### src/rtl/lcd4_pkg.sv
// Types, constants and helper functions of the 4-bit character LCD driver.
package lcd4_pkg;

	// configuration register indexes
	localparam logic [2:0] REG_POWER_UP    = 3'd0;
	localparam logic [2:0] REG_STEP        = 3'd1;
	localparam logic [2:0] REG_FORCE_RESET = 3'd2;
	localparam logic [2:0] REG_FOUR_BIT    = 3'd3;
	localparam logic [2:0] REG_DISP_OFF    = 3'd4;
	localparam logic [2:0] REG_CLEAR       = 3'd5;
	localparam logic [2:0] REG_ENTRY_MODE  = 3'd6;
	localparam logic [2:0] REG_DISP_ON     = 3'd7;

	// register reset values
	localparam logic [9:0] DEF_POWER_UP    = 10'd100;
	localparam logic [7:0] DEF_STEP        = 8'd10;
	localparam logic [7:0] DEF_FORCE_RESET = 8'h33;
	localparam logic [7:0] DEF_FOUR_BIT    = 8'h28;
	localparam logic [7:0] DEF_DISP_OFF    = 8'h08;
	localparam logic [7:0] DEF_CLEAR       = 8'h01;
	localparam logic [7:0] DEF_ENTRY_MODE  = 8'h06;
	localparam logic [7:0] DEF_DISP_ON     = 8'h0C;

	// request opcodes
	localparam logic OP_TICK  = 1'b0;
	localparam logic OP_WRITE = 1'b1;

	// init stages: two power-up waits, eight commands, done
	localparam logic [3:0] STG_WAIT1       = 4'd0;
	localparam logic [3:0] STG_FIRST_CMD   = 4'd2;
	localparam logic [3:0] STG_FORCE_LAST  = 4'd4;
	localparam logic [3:0] STG_FOUR_BIT    = 4'd5;
	localparam logic [3:0] STG_DISP_OFF    = 4'd6;
	localparam logic [3:0] STG_CLEAR       = 4'd7;
	localparam logic [3:0] STG_ENTRY_MODE  = 4'd8;
	localparam logic [3:0] STG_DONE        = 4'd10;

	// nibble phases
	localparam logic [2:0] PH_HI_EN  = 3'd0;
	localparam logic [2:0] PH_HI_LOW = 3'd1;
	localparam logic [2:0] PH_LO_EN  = 3'd2;
	localparam logic [2:0] PH_LO_LOW = 3'd3;
	localparam logic [2:0] PH_SETTLE = 3'd4;

	typedef struct packed {
		logic [9:0] power_up_ms;
		logic [7:0] step_ms;
		logic [7:0] cmd_force_reset;
		logic [7:0] cmd_four_bit;
		logic [7:0] cmd_display_off;
		logic [7:0] cmd_clear;
		logic [7:0] cmd_entry_mode;
		logic [7:0] cmd_display_on;
	} lcd4_cfg_t;

	typedef struct packed {
		logic [3:0] init_stage;
		logic [2:0] nibble_phase;
		logic [9:0] tick_count;
		logic [7:0] held_byte;
		logic       sending_data;
		logic       rs_level;
		logic       en_level;
		logic [3:0] nibble_level;
	} lcd4_state_t;

	typedef struct packed {
		logic       reg_select;
		logic       enable_pin;
		logic [3:0] bus_nibble;
		logic       init_done;
		logic       busy_res;
		logic       write_accepted;
		logic       write_done;
	} lcd4_res_t;

	function automatic logic [7:0] cmd_for_stage(input logic [3:0] stage, input lcd4_cfg_t cfg);
		logic [7:0] cmd;
		case (stage) inside
			[STG_FIRST_CMD:STG_FORCE_LAST]: cmd = cfg.cmd_force_reset;
			STG_FOUR_BIT:                   cmd = cfg.cmd_four_bit;
			STG_DISP_OFF:                   cmd = cfg.cmd_display_off;
			STG_CLEAR:                      cmd = cfg.cmd_clear;
			STG_ENTRY_MODE:                 cmd = cfg.cmd_entry_mode;
			default:                        cmd = cfg.cmd_display_on;
		endcase
		return cmd;
	endfunction

	// load a byte and raise EN with its high nibble
	function automatic lcd4_state_t start_byte(input lcd4_state_t s, input logic [7:0] b,
			input logic rs);
		lcd4_state_t r;
		r = s;
		r.held_byte    = b;
		r.rs_level     = rs;
		r.en_level     = 1'b1;
		r.nibble_level = b[7:4];
		r.nibble_phase = PH_HI_EN;
		r.tick_count   = '0;
		return r;
	endfunction

endpackage

### src/rtl/lcd4_cfg_regs.sv
// Configuration register file of the LCD driver.
module lcd4_cfg_regs (
	input  logic                  clk,
	input  logic                  arst_n,
	input  logic                  cfg_we,
	input  logic [2:0]            cfg_idx,
	input  logic [9:0]            cfg_data,
	output lcd4_pkg::lcd4_cfg_t   cfg
);
	import lcd4_pkg::*;

	lcd4_cfg_t cfg_q;

	always_ff @(posedge clk or negedge arst_n) begin
		if (!arst_n) begin
			cfg_q.power_up_ms     <= DEF_POWER_UP;
			cfg_q.step_ms         <= DEF_STEP;
			cfg_q.cmd_force_reset <= DEF_FORCE_RESET;
			cfg_q.cmd_four_bit    <= DEF_FOUR_BIT;
			cfg_q.cmd_display_off <= DEF_DISP_OFF;
			cfg_q.cmd_clear       <= DEF_CLEAR;
			cfg_q.cmd_entry_mode  <= DEF_ENTRY_MODE;
			cfg_q.cmd_display_on  <= DEF_DISP_ON;
		end else if (cfg_we) begin
			case (cfg_idx)
				REG_POWER_UP:    cfg_q.power_up_ms     <= cfg_data;
				REG_STEP:        cfg_q.step_ms         <= cfg_data[7:0];
				REG_FORCE_RESET: cfg_q.cmd_force_reset <= cfg_data[7:0];
				REG_FOUR_BIT:    cfg_q.cmd_four_bit    <= cfg_data[7:0];
				REG_DISP_OFF:    cfg_q.cmd_display_off <= cfg_data[7:0];
				REG_CLEAR:       cfg_q.cmd_clear       <= cfg_data[7:0];
				REG_ENTRY_MODE:  cfg_q.cmd_entry_mode  <= cfg_data[7:0];
				REG_DISP_ON:     cfg_q.cmd_display_on  <= cfg_data[7:0];
				default:         ;
			endcase
		end
	end

	assign cfg = cfg_q;

endmodule

### src/rtl/lcd4_core.sv
// Sequencer state and next-state logic of the LCD driver.
module lcd4_core (
	input  logic                  clk,
	input  logic                  arst_n,
	input  logic                  step,
	input  logic                  opcode,
	input  logic [7:0]            char_byte,
	input  lcd4_pkg::lcd4_cfg_t   cfg,
	output lcd4_pkg::lcd4_res_t   res
);
	import lcd4_pkg::*;

	lcd4_state_t st_q;
	lcd4_state_t st_d;
	logic [9:0]  tc_inc;
	logic [9:0]  limit;
	logic        over;
	logic        fin;
	logic        accepted;
	logic        done;
	logic        inited;

	assign tc_inc = st_q.tick_count + 10'd1;
	assign limit  = (st_q.init_stage < STG_FIRST_CMD) ? cfg.power_up_ms : {2'b00, cfg.step_ms};
	assign over   = (tc_inc >= limit);

	always_comb begin
		st_d     = st_q;
		fin      = 1'b0;
		accepted = 1'b0;
		done     = 1'b0;
		if (opcode == OP_WRITE) begin
			if (st_q.init_stage >= STG_DONE && !st_q.sending_data) begin
				st_d              = start_byte(st_q, char_byte, 1'b1);
				st_d.sending_data = 1'b1;
				accepted          = 1'b1;
			end
		end else if (st_q.init_stage < STG_FIRST_CMD) begin
			st_d.tick_count = over ? 10'd0 : tc_inc;
			if (over) begin
				st_d.init_stage = st_q.init_stage + 4'd1;
				if (st_d.init_stage == STG_FIRST_CMD)
					st_d = start_byte(st_d, cmd_for_stage(st_d.init_stage, cfg), 1'b0);
			end
		end else if (st_q.init_stage < STG_DONE || st_q.sending_data) begin
			st_d.tick_count = over ? 10'd0 : tc_inc;
			if (over) begin
				case (st_q.nibble_phase)
					PH_HI_EN: begin
						st_d.en_level     = 1'b0;
						st_d.nibble_phase = PH_HI_LOW;
					end
					PH_HI_LOW: begin
						st_d.en_level     = 1'b1;
						st_d.nibble_level = st_q.held_byte[3:0];
						st_d.nibble_phase = PH_LO_EN;
					end
					PH_LO_EN: begin
						st_d.en_level     = 1'b0;
						st_d.nibble_phase = PH_LO_LOW;
					end
					PH_LO_LOW: begin
						// commands get a settle wait, data bytes end here
						if (st_q.init_stage < STG_DONE) begin
							st_d.nibble_phase = PH_SETTLE;
						end else begin
							st_d.nibble_phase = PH_HI_EN;
							fin               = 1'b1;
						end
					end
					default: begin
						st_d.nibble_phase = PH_HI_EN;
						fin               = 1'b1;
					end
				endcase
			end
			if (fin) begin
				if (st_q.init_stage < STG_DONE) begin
					st_d.init_stage = st_q.init_stage + 4'd1;
					if (st_d.init_stage < STG_DONE)
						st_d = start_byte(st_d, cmd_for_stage(st_d.init_stage, cfg), 1'b0);
				end else begin
					st_d.sending_data = 1'b0;
					done              = 1'b1;
				end
			end
		end
	end

	always_ff @(posedge clk or negedge arst_n) begin
		if (!arst_n) begin
			st_q <= '0;
		end else if (step) begin
			st_q <= st_d;
		end
	end

	assign inited = (st_d.init_stage >= STG_DONE);

	always_comb begin
		res.reg_select     = st_d.rs_level;
		res.enable_pin     = st_d.en_level;
		res.bus_nibble     = st_d.nibble_level;
		res.init_done      = inited;
		res.busy_res       = !inited || st_d.sending_data;
		res.write_accepted = accepted;
		res.write_done     = done;
	end

endmodule

### src/rtl/char_lcd_4bit_init_and_write.sv
// Top level of the 4-bit character LCD driver: handshakes, result register.
//
//  Channel  | Handshake            | Payload
//  ---------+----------------------+----------------------------------------------
//  request  | in_valid / in_ready  | opcode, char_byte
//  result   | out_valid / out_ready| reg_select, enable_pin, bus_nibble, init_done,
//           |                      | busy_res, write_accepted, write_done
//  config   | cfg_we               | cfg_idx, cfg_data
//
// One request per clock. The sequencer state updates at the edge that takes a
// request and its result lands in the result register at that same edge, where
// out_valid presents it. The single result register sets the rate: a new
// request is taken whenever that register is empty or being drained.
// A stall on out_ready holds the result and blocks requests until it drains.
// Reset puts the sequencer in its first power-up wait with all pins low and
// loads the register defaults.
module char_lcd_4bit_init_and_write (
	input  logic       clk,
	input  logic       arst_n,
	// request channel
	input  logic       in_valid,
	output logic       in_ready,
	input  logic       opcode,
	input  logic [7:0] char_byte,
	// result channel
	output logic       out_valid,
	input  logic       out_ready,
	output logic       reg_select,
	output logic       enable_pin,
	output logic [3:0] bus_nibble,
	output logic       init_done,
	output logic       busy_res,
	output logic       write_accepted,
	output logic       write_done,
	// configuration writes
	input  logic       cfg_we,
	input  logic [2:0] cfg_idx,
	input  logic [9:0] cfg_data
);
	import lcd4_pkg::*;

	lcd4_cfg_t cfg;
	lcd4_res_t res;
	lcd4_res_t res_s1;
	logic      vld_s1;
	logic      take;

	// result register is free when empty or handing its result over now
	assign in_ready = !vld_s1 || out_ready;
	assign take     = in_valid && in_ready;

	lcd4_cfg_regs u_cfg (
		.clk      (clk),
		.arst_n   (arst_n),
		.cfg_we   (cfg_we),
		.cfg_idx  (cfg_idx),
		.cfg_data (cfg_data),
		.cfg      (cfg)
	);

	lcd4_core u_core (
		.clk       (clk),
		.arst_n    (arst_n),
		.step      (take),
		.opcode    (opcode),
		.char_byte (char_byte),
		.cfg       (cfg),
		.res       (res)
	);

	always_ff @(posedge clk or negedge arst_n) begin
		if (!arst_n) begin
			vld_s1 <= 1'b0;
		end else if (in_ready) begin
			vld_s1 <= in_valid;
		end
	end

	// payload only, no reset needed
	always_ff @(posedge clk) begin
		if (take)
			res_s1 <= res;
	end

	assign out_valid      = vld_s1;
	assign reg_select     = res_s1.reg_select;
	assign enable_pin     = res_s1.enable_pin;
	assign bus_nibble     = res_s1.bus_nibble;
	assign init_done      = res_s1.init_done;
	assign busy_res       = res_s1.busy_res;
	assign write_accepted = res_s1.write_accepted;
	assign write_done     = res_s1.write_done;

endmodule

### config.mk
export PLATFORM = sky130hd
export DESIGN_NAME = char_lcd_4bit_init_and_write
export DESIGN_NICKNAME = d
export VERILOG_FILES = /design/src/rtl/lcd4_pkg.sv /design/src/rtl/lcd4_cfg_regs.sv /design/src/rtl/lcd4_core.sv /design/src/rtl/char_lcd_4bit_init_and_write.sv
export SDC_FILE = /design/constraint.sdc
export NUM_CORES = 1
export LEC_CHECK = 0
export ABC_AREA = 1
export BUFFER_PORTS_ARGS = -buffer_cell sky130_fd_sc_hd__buf_2
export CORE_UTILIZATION = 45
export DETAILED_ROUTE_END_ITERATION = 10
export GPL_TIMING_DRIVEN = 1
export PLACE_DENSITY = 0.66
export SLEW_MARGIN = 0
export SYNTH_ARGS = -nofsm -noshare
export SYNTH_HDL_FRONTEND = slang
export SYNTH_SLANG_ARGS = --single-unit
### constraint.sdc
create_clock -name clk -period 3.2 [get_ports clk]
set_input_delay 0.64 -clock clk [delete_from_list [all_inputs] [get_ports clk]]
set_output_delay 0.64 -clock clk [all_outputs]
set_load 0.1 [all_outputs]
==> results of run 1 <==
-- layout by cell type (no fill, tap or decap), types with 3 or more instances in the layout --
cell	instances
nand2_1	216
o21ai_0	92
inv_1	84
dfrtp_1	76
nand3_1	41
buf_2	38
nor2_1	24
dfstp_2	17
ha_1	15
a21oi_1	14
buf_4	13
edfxtp_1	10
clkbuf_16	10
o211ai_1	8
o22ai_1	8
mux2i_1	7
nor2_2	7
nand2_2	7
inv_2	7
xor2_1	6
nand3_2	6
a31oi_1	6
or2_0	6
o21ai_1	5
nand4_1	5
nor2_4	4
inv_8	4
nand2_4	3
a22oi_1	3
-- where the power goes --
group | switching (W) | total (W) | internal [W]
combinational | 0.00203 | 0.00314 | 0.00112
sequential | 0.000246 | 0.00198 | 0.00173
clock | 0.000550 | 0.00118 | 0.000633
-- repair_timing --
item | in CTS | in global routing
buffers inserted | 0 | 9
gates resized for setup | 0 | 30
hold endpoints to repair | 0 | 0
endpoints found under the setup margin | 0 | 31
-- state kept, by name, indices dropped and copies added, names as in the netlist --
name            cells
busy_res            1
reg_select          1
write_accepted      1
u_cfg.cfg          66
init_done           1
out_valid           1
enable_pin          1
bus_nibble          4
write_done          1
u_core.st_q        28
-- cells in the mapped netlist (all sizes together) (8+ instances only) --
library cell | count | area [um2]
ha | 16 | 200
nand2 | 226 | 876
dfrtp | 78 | 1950
inv | 93 | 354
dfstp | 17 | 447
o211ai | 8 | 60.1
nor2 | 37 | 194
edfxtp | 10 | 300
a21oi | 16 | 91.3
o22ai | 8 | 50.1
o21ai | 100 | 523
nand3 | 48 | 263
clkbuf | 10 | 37.5
buf | 9 | 61.3
-- worst max-delay path: cells and delay by family, from the launching register on --
kind | cells | cell delay (ns)
AOI/OAI and AO/OA | 3 | 0.32
xor gates and xnor gates | 1 | 0.23
adders and majority gates | 1 | 0.25
buffers and inverters | 2 | 0.16
DFF | 1 | 0.40
and+or+nand+nor | 13 | 1.42
-- layout make-up --
type,instances,share of cell area [%]
Inverter,93,5.27
Tap cell,172,3.20
Multi-Input combinational cell,507,41.1
Clock inverter,7,1.38
Sequential cell,105,40.2
Timing Repair Buffer,55,5.48
Clock buffer,9,3.35
-- kinds of logic (layout without fill, tap and decap cells) --
kind of cell    after synthesis  in the layout  share of synthesized area [%]
fa+ha+maj                    16             16                           3.44
mux                           9              9                           1.59
flops                       105            105                           46.4
buf+inv                     112            164                           7.79
compound gates              147            147                           14.6
simple gates                328            328                           25.1
xor+xnor                      7              7                           1.05
-- per-stage QoR --
stage	instance area (um2)	std cells
after detailed placement	6190	922
after global placement	6190	922
after global routing	6720	948
after floorplan	5810	724
after CTS	6500	938
final	6720	948
-- path summary, 6_finish.rpt --
check / end / cells past startpoint / from / slack (ns)
max: busy_res / 20 / u_core.st_q[16] / 0.14
min: u_core.st_q[18] / 1 / arst_n / 0.28
max reg2reg: busy_res / 20 / u_core.st_q[16] / 0.14
min reg2reg: u_cfg.cfg[24] / 2 / u_cfg.cfg[24] / 0.48
max in group asynchronous: u_cfg.cfg[45] / 2 / arst_n / 2.19
min in group clk: u_cfg.cfg[24] / 2 / u_cfg.cfg[24] / 0.48
-- routing by layer --
layer	part of all wire, %	global-route usage, %	wire length (um)	vias to the layer above
met4	1.8	5.90	240	0
met3	4.6	4.65	616	17
met1	48	29.3	6430	2278
li1	-	-	-	2448
met5	0	0	0	-
met2	46	34.4	6180	133
==> summary.md, run 1 <==
| Metric | Value |
|---|---|
| Initial core utilization | 46.1% |
| GR Util All Layers | 21.4% |
| Slew HR | 54.9% |
| Worst-Skew Late Latency | 0.36 ns |
| Bufs on Longest Clock Path | 2 |
| Die width | 116 um |
| Final setup margin | 0.139 ns |
| Mapped Area | 5810 um2 |
| Ant. Diodes | 0 |
| Via/cell ratio | 5.14 |
| Crit path DAT | 3.16 ns |
| Crit start category | flip-flop |
| Synthesis-stage register bit count | 105 |
| Die ar. | 13,400 um2 |
| Max Fanout on Critical Path | 8 |
| EDFF count, synth | 10 |
| Root buffer cell | clkbuf_16 |
| Storage element area | 2700 um2 |
| Vias in the first global route | 4,457 |
| Worst-Margin Slew | 0.671 ns |
| Synth Instances | 724 |
| # hold bufs at CTS | 0 |
| Critical path class | flip-flop to flip-flop |
| Area growth syn-to-layout | 15.6% |
| Fin crit share | 95.6% |
| Clock sink count | 105 |
| Fin util | 53.2% |
| # rows | 41 |
| Synth warn | 0 |
| Crit-path cells | nand3_2 -> nor2_2 -> nand2_2 -> nor2_4 -> nand4_1 -> xor2_1 -> inv_1 -> ha_4 -> nand2_2 -> inv_2 -> a21oi_4 -> nand4_4 -> nand2_4 -> nand2_1 -> o21ai_1 -> nand2_1 -> o21ai_2 -> nand2_1 -> nand3_1 -> nand3_1 |
| Fillcell total | 1,181 |
| Final HPWL DP | 9530 um |
| Number of remaining DRC errors | 0 |
| Routed length per instance | 14.2 um |
| FMAX | 327 MHz |
| Routed Antenna Nets | 0 |
| Max Cap Viol | 0 |
| Synth Flop Type | dfrtp_1 |
| Drt total wl | 13,500 um |
| Power after layout | 0.00630 W |
| Setup TNS Final | 0 ns |
| Slowest cell on crit path | dfrtp_1 |
| Num CTS Buffers | 9 |
| Setup-failing EPs final | 0 |
| Min Hold Slack | 0.279 ns |
| Post-synthesis sequential area ratio | 46.4% |
| FFs w/ async S/R, synth | 90.5% |
| Final Critical Period | 3.06 ns |
| Antenna violations before repair | 0 |
| Multi-input gate area | 2760 um2 |
| P per Cell Area | 938 nW/um2 |
| Detailed Routing Iterations Pass 1 | 5 |
| Vias | 4,876 |
| Total congestion overflow | 0 |
| Final net count | 814 |
| Worst IR Drop VDD | 0.555 mV |
| DR iter-0 viols | 415 |
| Place WS | 0.0424 ns |
| CTS tree | built |
| PortBufs | 38 |
| Leakage power | 3.27 nW |
| First-pass GRT wire length | 22,100 um |
| Top cell by count, worst path | nand2_1 |
| Io pins | 39 |
| Critical path required time | 3.30 ns |
| Crit-path max cell delay | 0.40 ns |
| Share of cells above drive strength 1 | 18.3% |
| # H-tree levels | 3 |
| Max-slew violations | 0 |
| Hold Vio Cnt, Final | 0 |
| Capturing element type of the critical path | flip-flop |
| Setup Skew | 0.00539 ns |
| Clock transition at path regs | 0.08 ns |
| Synthesized net count | 767 |
| Largest net degree at the start of global routing | 51 |
| Outcome | complete, no violations |
| Gpl congestion | 0.966 |
| Cell variety after synth | 46 |
| Die Height | 116 um |
| Tightest Hold Check Type | input port to asynchronous set/reset pin |
| Avg Cell Area, Syn | 8.03 um2 |
| CORE AREA | 12,600 um2 |
(Power assumes the default switching activity.)
==> run 2, diff against run 1 <==
- ABC_AREA: 1 -> unset
- PLACE_DENSITY: 0.66 -> 0.65
- SYNTH_HIERARCHICAL: unset -> 1
==> run 2 against run 1 <==
  * Design area is 6.5% higher
  * Clock skew rose by 0.0018 ns
  * Critical endpoint is now u_core/st_q[0]
  * Largest power group is now registers
  * Routed wire length increased by 13%
  * Global-route usage up 0.75 points
  * Total power is 37% lower
  * Die area up 6.9%
==> summary.md, run 2 <==
| Metric | Value |
|---|---|
| Critical path class | flip-flop to flip-flop (unchanged) |
| Synthesized net count | 602 (was 767) |
| Die ar. | 14,300 um2 (was 13,400 um2) |
| R2R cell count | 14 (was 20) |
| Number of remaining DRC errors | 0 (unchanged) |
| Area growth syn-to-layout | 15.0% (was 15.6%) |
| Synth Instances | 559 (was 724) |
| Clock share of power | 27.3% (was 18.8%) |
| Num CTS Buffers | 9 (unchanged) |
| Drt total wl | 15,200 um (was 13,500 um) |
| Beginning of the critical path | u_core/st_q[19] (was u_core.st_q[16]) |
| Largest net degree at the start of global routing | 50 (was 51) |
| Critical path required time | 3.48 ns (was 3.30 ns) |
| Tightest Hold Check Type | input port to asynchronous set/reset pin (unchanged) |
| Hold Vio Cnt, Final | 0 (unchanged) |
| PortBufs | 38 (unchanged) |
| Max FFs per register | 66 (unchanged) |
| Slowest cell on crit path | dfrtp_1 (unchanged) |
| Routed Antenna Nets | 0 (unchanged) |
| Detailed Routing Iterations Pass 1 | 5 (unchanged) |
| Capturing element type of the critical path | flip-flop (unchanged) |
| Clock transition at path regs | 0.08 ns (about the same) |
| Final HPWL DP | 10,700 um (was 9530 um) |
| # H-tree levels | 3 (unchanged) |
| Crit-path max cell delay | 0.42 ns (was 0.40 ns) |
| Final net count | 649 (was 814) |
| Ant. Diodes | 0 (unchanged) |
| Share of cells above drive strength 1 | 37.5% (was 18.3%) |
| Clock sink count | 105 (unchanged) |
| Synth top cells by count | dfrtp_1, mux2_2, nor2_1 (was nand2_1, o21ai_0, inv_1) |
| Fin crit share | 97.3% (was 95.6%) |
| GR Util All Layers | 22.2% (was 21.4%) |
| Die width | 120 um (was 116 um) |
| P_int | 0.00270 W (was 0.00348 W) |
| Post-synthesis sequential area ratio | 43.4% (was 46.4%) |
| First-pass GRT wire length | 24,600 um (was 22,100 um) |
| Min Hold Slack | 0.291 ns (was 0.279 ns) |
| Worst IR Drop VDD | 0.348 mV (was 0.555 mV) |
| DR iter-0 viols | 417 (was 415) |
| Max Cap Viol | 0 (unchanged) |
| Synthesis-stage register bit count | 105 (unchanged) |
| Worst-Skew Late Latency | 0.36 ns (about the same) |
| FFs w/ async S/R, synth | 90.5% (unchanged) |
| Placement Cell Area | 6610 um2 (was 6190 um2) |
| CTS tree | built (unchanged) |
| Crit path DAT | 3.39 ns (was 3.16 ns) |
| Synth warn | 6 (was 0) |
| Final Cell Area | 7150 um2 (was 6720 um2) |
| Synth Flop Type | dfrtp_1 (unchanged) |
| Routed length per instance | 19.3 um (was 14.2 um) |
| Switching Fraction | 32.4% (was 44.8%) |
| Slew HR | 36.7% (was 54.9%) |
| Share of the synthesized area in the top cell type | 31.4% (was 33.6%) |
| Initial core utilization | 46.6% (was 46.1%) |
| Max Fanout on Critical Path | 7 (was 8) |
| Sequential power share | 46.3% (was 31.3%) |
| P per Cell Area | 559 nW/um2 (was 938 nW/um2) |
| Via/cell ratio | 5.88 (was 5.14) |
| Most frequent cells in the layout | dfrtp_1, buf_2, mux2_2, mux2_4, nand2_1 (was nand2_1, o21ai_0, inv_1, dfrtp_1, nand3_1) |
| Cell variety after synth | 74 (was 46) |
| Cell taking the most area after synthesis | dfrtp_1 (unchanged) |
| Total congestion overflow | 0 (unchanged) |
| CORE AREA | 13,300 um2 (was 12,600 um2) |
| Top-count cell post-synth | dfrtp_1 (was nand2_1) |
| # rows | 42 (was 41) |
| Reg-to-Reg End | u_core/st_q[0] (was busy_res) |
| Leading cell type in the layout, fill and taps excluded | dfrtp_1 (was nand2_1) |
| Final Critical Period | 3.11 ns (was 3.06 ns) |
| Worst-Margin Slew | 0.946 ns (was 0.671 ns) |
| Fillcell total | 1,174 (was 1,181) |
| Avg Cell Area, Syn | 11.1 um2 (was 8.03 um2) |
| Gpl congestion | 0.837 (was 0.966) |
| Outcome | complete, no violations (unchanged) |
| Worst r2r src | u_core/st_q[19] (was u_core.st_q[16]) |
| Setup-failing EPs final | 0 (unchanged) |
| Io pins | 39 (unchanged) |
| Logic gate share of total power | 26.5% (was 49.9%) |
| Bufs on Longest Clock Path | 2 (unchanged) |
| Antenna violations before repair | 0 (unchanged) |
| Mapped Area | 6220 um2 (was 5810 um2) |
| Crit-path cells | and3_4 -> nand3_4 -> nor2_4 -> nand4_1 -> xnor2_2 -> ha_1 -> nand2_2 -> buf_4 -> o21a_2 -> a21boi_4 -> buf_6 -> o21ai_0 -> a211o_1 -> a31oi_1 (was nand3_2 -> nor2_2 -> nand2_2 -> nor2_4 -> nand4_1 -> xor2_1 -> inv_1 -> ha_4 -> nand2_2 -> inv_2 -> a21oi_4 -> nand4_4 -> nand2_4 -> nand2_1 -> o21ai_1 -> nand2_1 -> o21ai_2 -> nand2_1 -> nand3_1 -> nand3_1) |
| Leakage power | 2.99 nW (was 3.27 nW) |
| Vias in the first global route | 4,553 (was 4,457) |
| Setup Skew | 0.00722 ns (was 0.00539 ns) |
| Max-slew violations | 0 (unchanged) |
| Ranking of synthesized cells by area | dfrtp_1, mux2_4, dfstp_2 (was dfrtp_1, nand2_1, o21ai_0) |
| EDFF count, synth | 10 (unchanged) |
| Crit start category | flip-flop (unchanged) |
| FMAX | 321 MHz (was 327 MHz) |
| Internal reg-to-reg setup slack | 0.09 ns (was 0.14 ns) |
| Die Height | 120 um (was 116 um) |
| Root buffer cell | clkbuf_16 (unchanged) |
| Vias | 4,631 (was 4,876) |
| Psw | 0.00130 W (was 0.00282 W) |
| Unrepaired setup endpoints after global routing | true |
[run 2: changes by cell type after synthesis, moves of 11 or more]
cell | before | now
nand2b_1 | 0 | 11
o21ai_0 | 95 | 31
inv_1 | 85 | 13
nand3_1 | 45 | 14
mux2_2 | 2 | 38
buf_4 | 2 | 13
nand2_1 | 219 | 35
a21oi_1 | 15 | 26
mux2_4 | 0 | 35
[run 2: how the worst max path moves through the flow]
stage	slack [ns]	cells past startpoint	end
3_5_place_dp	-0.05	13	bus_nibble[1]
4_1_cts	0.0002	13	u_core/st_q[26]
2_1_floorplan	-0.06	14	bus_nibble[0]
6_report	0.09	14	u_core/st_q[0]
5_1_grt	-0.05	15	bus_nibble[0]
3_3_place_gp	0.02	13	bus_nibble[1]
[run 2: cells by family (layout without fill, tap and decap cells)]
kind of cell,after synthesis,after routing,synth area share [%]
adders and majority gates,16,16,3.22
muxes,85,85,17.3
and+or+nand+nor,144,144,13.3
buffers and inverters,52,104,5.01
DFF,105,105,43.4
AOI/OAI and AO/OA,147,147,16.4
xor gates and xnor gates,10,10,1.41
[run 2: metal layers]
metal | vias to the layer above | routed length (um) | global-route usage (%)
met5 | - | 0 | 0
met4 | 0 | 181 | 6.41
met1 | 2296 | 7160 | 32.1
met3 | 10 | 720 | 4.56
met2 | 155 | 7110 | 33.4
li1 | 2170 | - | -
[run 2: power groups by stage]
stage / clock [W] / combinational (W) / sequential, W
floorplan: 0 / 0.000701 / 0.00188
global placement: 0 / 0.000956 / 0.00185
detailed placement: 0 / 0.000983 / 0.00186
CTS: 0.00112 / 0.00100 / 0.00183
global route: 0.00118 / 0.00115 / 0.00188
finish: 0.00109 / 0.00106 / 0.00185
[run 2: layout make-up]
class	count	area [um2]	share of cell area [%]
clock buffer	10	229	3.20
clock inverter	6	61.3	0.857
inverter	13	48.8	0.682
multi-input combinational	402	3400	47.5
sequential	105	2700	37.7
tap	176	220	3.08
timing repair buffer	75	498	6.96
[run 2: metrics by stage]
stage / cells / setup WS (ns) / util (%) / total power [W] / setup TNS, ns
finish: 787 / 0.0880 / 53.6 / 0.00399 / 0
global route: 787 / -0.0506 / 53.6 / 0.00420 / -0.264
CTS: 777 / 0.000209 / 51.9 / 0.00395 / 0
detailed placement: 759 / -0.0474 / 49.5 / 0.00284 / -0.0973
global placement: 759 / 0.0230 / 49.5 / 0.00281 / 0
floorplan: 559 / -0.0641 / - / 0.00258 / -0.128
[run 2: repair_timing]
action                                  CTS  global route
buffers inserted                          2            10
pin swaps                                 3            19
gates resized for setup                   3            36
endpoints found under the setup margin    8            21
hold buffers                              0             0
[run 2: worst max-delay path, delay by kind of cell, from the launching register on]
| kind | cells | cell delay, ns |
|---|---|---|
| simple gates | 5 | 0.69 |
| xor+xnor | 1 | 0.19 |
| buf+inv | 2 | 0.30 |
| flops | 1 | 0.42 |
| compound gates | 5 | 1.13 |
| fa+ha+maj | 1 | 0.31 |
